<file path="src/rtl/ptpm_pkg.sv">
// Shared types and constants for the pulse train pattern matcher.
// No dependencies; imported by every module of the block but ptpm_ram, and by the testbench.
package ptpm_pkg;

    localparam int DUR_W     = 25;   // signed duration, microseconds
    localparam int IDX_W     = 9;    // entry index field
    localparam int POS_OUT_W = 9;    // reported position field
    localparam int LEN_W     = 10;   // pattern_length register
    localparam int THR_W     = 24;   // leadin_threshold register
    localparam int CFG_IDX_W = 1;
    localparam int CFG_W     = 24;

    localparam logic [1:0] MODE_WRITE  = 2'd0;
    localparam logic [1:0] MODE_SAMPLE = 2'd1;
    localparam logic [1:0] MODE_REWIND = 2'd2;

    localparam logic [CFG_IDX_W-1:0] REG_PATTERN_LENGTH = 1'd0;
    localparam logic [CFG_IDX_W-1:0] REG_LEADIN_THRESH  = 1'd1;

    localparam logic [LEN_W-1:0] PATTERN_LENGTH_RST = 10'd2;
    localparam logic [THR_W-1:0] LEADIN_THRESH_RST  = 24'd10000;

    typedef struct packed {
        logic accept;   // input item taken this cycle
        logic commit;   // evaluated result moves to the output register
    } ctrl_cmd_t;

    typedef enum logic [1:0] {
        ST_IDLE = 2'b01,
        ST_EVAL = 2'b10
    } ctrl_state_t;

endpackage

</file>
<file path="src/rtl/ptpm_ctrl.sv">
// Controller: sequences accept, evaluate and output handoff.
// Depends on ptpm_pkg.
module ptpm_ctrl
    import ptpm_pkg::*;
(
    input  logic      clk,
    input  logic      rst_n,
    input  logic      s_tvalid,
    output logic      s_tready,
    output logic      m_tvalid,
    input  logic      m_tready,
    output ctrl_cmd_t cmd
);

    ctrl_state_t state_reg, state_next;
    logic        out_valid_reg, out_valid_next;
    logic        out_free;

    assign out_free   = !out_valid_reg || m_tready;
    assign s_tready   = (state_reg == ST_IDLE);
    assign cmd.accept = s_tvalid && (state_reg == ST_IDLE);
    assign cmd.commit = (state_reg == ST_EVAL) && out_free;
    assign m_tvalid   = out_valid_reg;

    always_comb
    begin
        state_next = state_reg;
        unique case (state_reg)
            ST_IDLE:
            begin
                if (cmd.accept)
                begin
                    state_next = ST_EVAL;
                end
            end
            ST_EVAL:
            begin
                // hold the evaluated item until the output register frees up
                if (out_free)
                begin
                    state_next = ST_IDLE;
                end
            end
            default:
            begin
                state_next = ST_IDLE;
            end
        endcase
    end

    always_comb
    begin
        out_valid_next = out_valid_reg;
        if (cmd.commit)
        begin
            out_valid_next = 1'b1;
        end
        else if (m_tready)
        begin
            out_valid_next = 1'b0;
        end
    end

    always_ff @(posedge clk or negedge rst_n)
    begin
        if (!rst_n)
        begin
            state_reg     <= ST_IDLE;
            out_valid_reg <= 1'b0;
        end
        else
        begin
            state_reg     <= state_next;
            out_valid_reg <= out_valid_next;
        end
    end

endmodule

</file>
<file path="config.mk">
export PLATFORM = sky130hd
export DESIGN_NAME = ptpm_ctrl
export DESIGN_NICKNAME = d
export VERILOG_FILES = /design/src/rtl/ptpm_pkg.sv /design/src/rtl/ptpm_ctrl.sv
export SDC_FILE = /design/constraint.sdc
export NUM_CORES = 1
export LEC_CHECK = 0
export CORE_AREA = 2 2 39 41
export DETAILED_ROUTE_END_ITERATION = 10
export DIE_AREA = 0 0 41 43
export DONT_BUFFER_PORTS = 1
export SLEW_MARGIN = 30
export SYNTH_ARGS = -nofsm -noshare
export SYNTH_HDL_FRONTEND = slang
export SYNTH_SLANG_ARGS = --single-unit
</file>
<file path="constraint.sdc">
create_clock -name clk -period 1.5 [get_ports clk]
set_input_delay 0.3 -clock clk [delete_from_list [all_inputs] [get_ports clk]]
set_output_delay 0.3 -clock clk [all_outputs]
set_load 0.05 [all_outputs]
</file>
[Yosys cells after proc, flatten, opt, wreduce, memory -nomap -nowiden]
Cells that the tools add are included.
Word-level totals
  RAM bits: 0
  memories: 0
  input port bits: 4
  output and inout port bits: 4
  memory bits (read-only): 0
  bits in latches: 0
  word-level logic and storage cells: 17
  bits in registers: 3
Cells by class
  $lt $le $gt $ge: 0
  equal/unequal tests: 4
  shift-type cells: 0
  div/mod/pow operators: 0
  add/subtract/negate cells: 0
  reductions and logical operators: 6
  bitwise gates (word level): 0
  mux-type cells: 5
  multipliers: 0
Operator list (number)
  $mux 2: 2
  $pmux 2 s2: 1
  $eq 2x1->1 const B: 1
  $eq 2x2->1 const B: 1
  $logic_and 1x1->1: 2
  $mux 1: 2
  $ne 2x1->1 const B: 1
  $ne 2x2->1 const B: 1
  $reduce_and 2->1: 1
  $reduce_bool 2->1: 1
  $logic_not 1->1: 1
  $logic_or 1x1->1: 1

[Logic depth before layout (Yosys ltp)]
  depth after elaboration: 4
  gate-level depth with buffers: 3
  mapped depth without buffers: 2

[Worst setup path after synthesis]
Ideal clock, no wire load.
  path type: register -> output
  start point: register state_reg[0]
  end point: output port s_tready
  cell stages (with the launch flop): 2
  data required time: 1.200 ns
  slack: -0.055 ns
  path buffers: 0
  arrival: 1.255 ns
  cell sequence: dfstp_2 > nor2b_1
On the way
  word-level cells in the longest chain between the ends: 1
RTL lines
  start, declared: RTL line ptpm_ctrl.sv:15  | ctrl_state_t state_reg, state_next;
  start signal, assigned: RTL line ptpm_ctrl.sv:73  | state_reg <= state_next;
  $eq 2x1->1: RTL line ptpm_ctrl.sv:20  | assign s_tready = (state_reg == ST_IDLE);
  end, declared: RTL line ptpm_ctrl.sv:9  | output logic s_tready,
Every way passes these cells.

==> parameters.txt <==
Parameter                              Value

Yosys
  Post-synthesis instance area    138 sq um
  Synth cell types    9
  Portion of the post-synthesis area used by sequential elements    0.555
  Post-synth top cells    sky130_fd_sc_hd__dfrtp_1 (2), sky130_fd_sc_hd__nand2b_1 (2), sky130_fd_sc_hd__nor2b_1 (2)
  Mapped Nets    16
  Fraction of registers with async set or reset after synthesis    1.00
  Count of yosys warnings during synthesis    0
  Area share of the largest cell type after synthesis    0.364
  Register bit total from synthesis    3
  Library cell with the largest summed area after synthesis    sky130_fd_sc_hd__dfrtp_1
  Post-synth top flop    sky130_fd_sc_hd__dfrtp_1
  Cell types with the largest area share after synthesis    sky130_fd_sc_hd__dfrtp_1 (36%), sky130_fd_sc_hd__dfstp_2 (19%), sky130_fd_sc_hd__nand2b_1 (9.1%), sky130_fd_sc_hd__nor2b_1 (9.1%), sky130_fd_sc_hd__a2bb2oi_1 (6.4%)
  Count of flip-flops with a built-in enable after synthesis    0
  Count of mapped cells out of synthesis    12
  Avg Cell Area, Syn    11.5 sq um

STA
  Pins over their slew limit    0
  Worst Slack Setup Final    0.0711 ns
  Unrepaired setup endpoints after global routing    no
  TNS Setup    0 ns
  Maximum operating frequency    700 MHz
  Worst hold margin    approximately 0.12 ns
  Slew at the pin closest to its max-slew limit    0.158 ns
  Post-route clock skew    ~0.0024 ns
  Count of endpoints failing hold in the final timing report    0
  Post-route fraction of the period consumed by the critical path    0.953
  Time the worst path needs with I/O delays and setup    about 1.4 ns
  Number of setup violations in the final report    0
  Worst-case headroom to the max-slew limit    0.894

Global routing
  Largest net degree at the start of global routing    5
  Number of antenna violations at the first check in global routing    0
  Via count of the first global-routing pass    136
  First-pass GRT wire length    427 um
  Aggregate global-route resource usage    0.0463
  GR Overflow Total    0

Setup path
  Setup CP Type    register to output port
  R2r setup slk    0.61 ns
  Maximum fanout count along the critical path    3
  Start of the worst register-to-register path    state_reg[0]
  Arrival @ worst endpoint    between 1 and 1.5 ns
  End of the worst register-to-register path    state_reg[0]
  Endpoint required time on the critical path    1.20 ns
  Startpoint kind of the worst setup timing path    register
  CP endpoint kind    output port
  Length in cells of the worst reg-to-reg path    2

Floorplan
  Site row count    14
  Width of the die    between 40 and 50 um
  Core region area    1380 sq um
  Die height    43 um
  Die Outline Area    1760 sq um
  IO Count    8
  Initial Utilization    0.0995

Route
  Total Wirelength    293 um
  Iteration count of the initial detailed-routing pass    1
  Routed Antenna Nets    0
  Number of vias after detailed routing    122
  Number of design rule violations left after detail routing    0
  Drt first-iter violations    0
  Post-detailed-route via-to-cell ratio    around 3.3
  Average wire length per cell after detail routing    approximately 7.9 um

Outcome
  Outcome    finished clean

Clock network
  Clock-pin slew of the registers on the worst-case setup and hold paths    0.04 ns
  H-tree level count    1
  Clock Root Buffer    sky130_fd_sc_hd__clkbuf_4
  Later-pin clock latency in the skew report    0.23 ns
  Number of buffers added by the clock tree synthesis step    3
  Sink count of the clock tree    3
  CTS tree    yes
  Worst-case clock buffer depth    2

Final layout
  Filler cell count    ~160
  Final cell count without fillers    37
  Post-route core utilization    0.169
  Antenna Cells    0
  Layout-stage area growth over the synthesis result    70.0%
  Flip-flop count of the largest register after layout    2
  Fraction of layout cells with a size suffix above 1    0.524
  Area used by multi-input combinational logic    roughly 64 sq um
  Final Net Count    26
  Sequential cell area    roughly 76 sq um

Worst hold path
  Number of cells on the worst hold path    1
  Hold endpoint    state_reg[0]
  Hold path start    s_tvalid
  Type of the most critical hold path    input port to register

Run
  Maximum Capacitance Violations    0

Placed design
  Buffers on Ports    0
  Global placer's final weighted congestion    0.619
  Pre-CTS setup slack    0.270 ns
  Count of placed standard cells including taps    32

Pwr
  Worst voltage drop across the vdd grid    0.253 mV
  Power per standard cell area    between 1000 and 1500 nW/um^2
  Static power due to leakage    0.000114 uW
## power breakdown
group          switching, uW  leakage, uW  internal [uW]  total, uW
clock                   39.5    0.0000150           99.5        139
combinational           64.0    0.0000621           36.6        101
sequential              8.07    0.0000367           93.7        102
## per-stage QoR
step	total power (uW)	cell area, sq um
after global placement	195	190
after floorplan	171	140
final	342	234
after CTS	346	226
after detailed placement	197	190
after global routing	363	234
## cell usage in the layout (no fill, tap or decap), drive strengths merged
cell,n
a2bb2oi,1
and3b,1
buf,5
clkbuf,4
dfrtp,2
dfstp,1
dlygate4sd3,1
nand2,1
nand2b,2
nor2b,2
o21bai,1
## worst max-delay path by stage
| stage | slack, ns | from | depth (start not counted) | endpoint |
|---|---|---|---|---|
| floorplan | 0.1 | m_tvalid | 3 | cmd[0] |
| CTS | 0.02 | state_reg[0] | 3 | cmd[0] |
| global route | 0.03 | state_reg[0] | 2 | cmd[1] |
| finish | 0.07 | state_reg[0] | 2 | cmd[1] |
| detailed placement | 0.27 | state_reg[0] | 3 | cmd[0] |
| global placement | 0.29 | state_reg[0] | 3 | cmd[0] |
## logic make-up (layout without fill, tap and decap cells)
family                 after synthesis  count (layout)  share of synthesized area
buffers and inverters                1              10                     0.0546
AND/OR/NAND/NOR                      6               6                      0.273
flip-flops                           3               3                      0.555
AO/OA/AOI/OAI                        2               2                      0.118
## worst max-delay path, stage by stage, from the launching register on
cell and delay, ns:
sky130_fd_sc_hd__dfstp_2 0.52, sky130_fd_sc_hd__and3b_1 0.17, sky130_fd_sc_hd__buf_4 0.20
## per-layer routing
layer / routed length, um / global-route usage / part of all wire / vias to the layer above
met4: 10 / 0.0800 / 0.034 / 0
met1: 91 / 0.0227 / 0.31 / 57
li1: - / - / - / 56
met3: 46 / 0.0471 / 0.16 / 2
met2: 144 / 0.0563 / 0.49 / 7
met5: 0 / 0 / 0 / -
## layout make-up
cell class              count  area share
repair buffers              6       0.203
flip-flops and latches      3       0.326
well taps                  16      0.0856
clock buffers               4       0.112
multi-input cells           8       0.273
## timing repair
action / CTS / global route
endpoints found under the hold margin: 3 / 0
hold buffers: 1 / 0
endpoints found under the setup margin: 0 / 1
gates resized for setup: 0 / 1
setup buffers: 0 / 0
No activity file was read; power rests on OpenSTA's default activity.
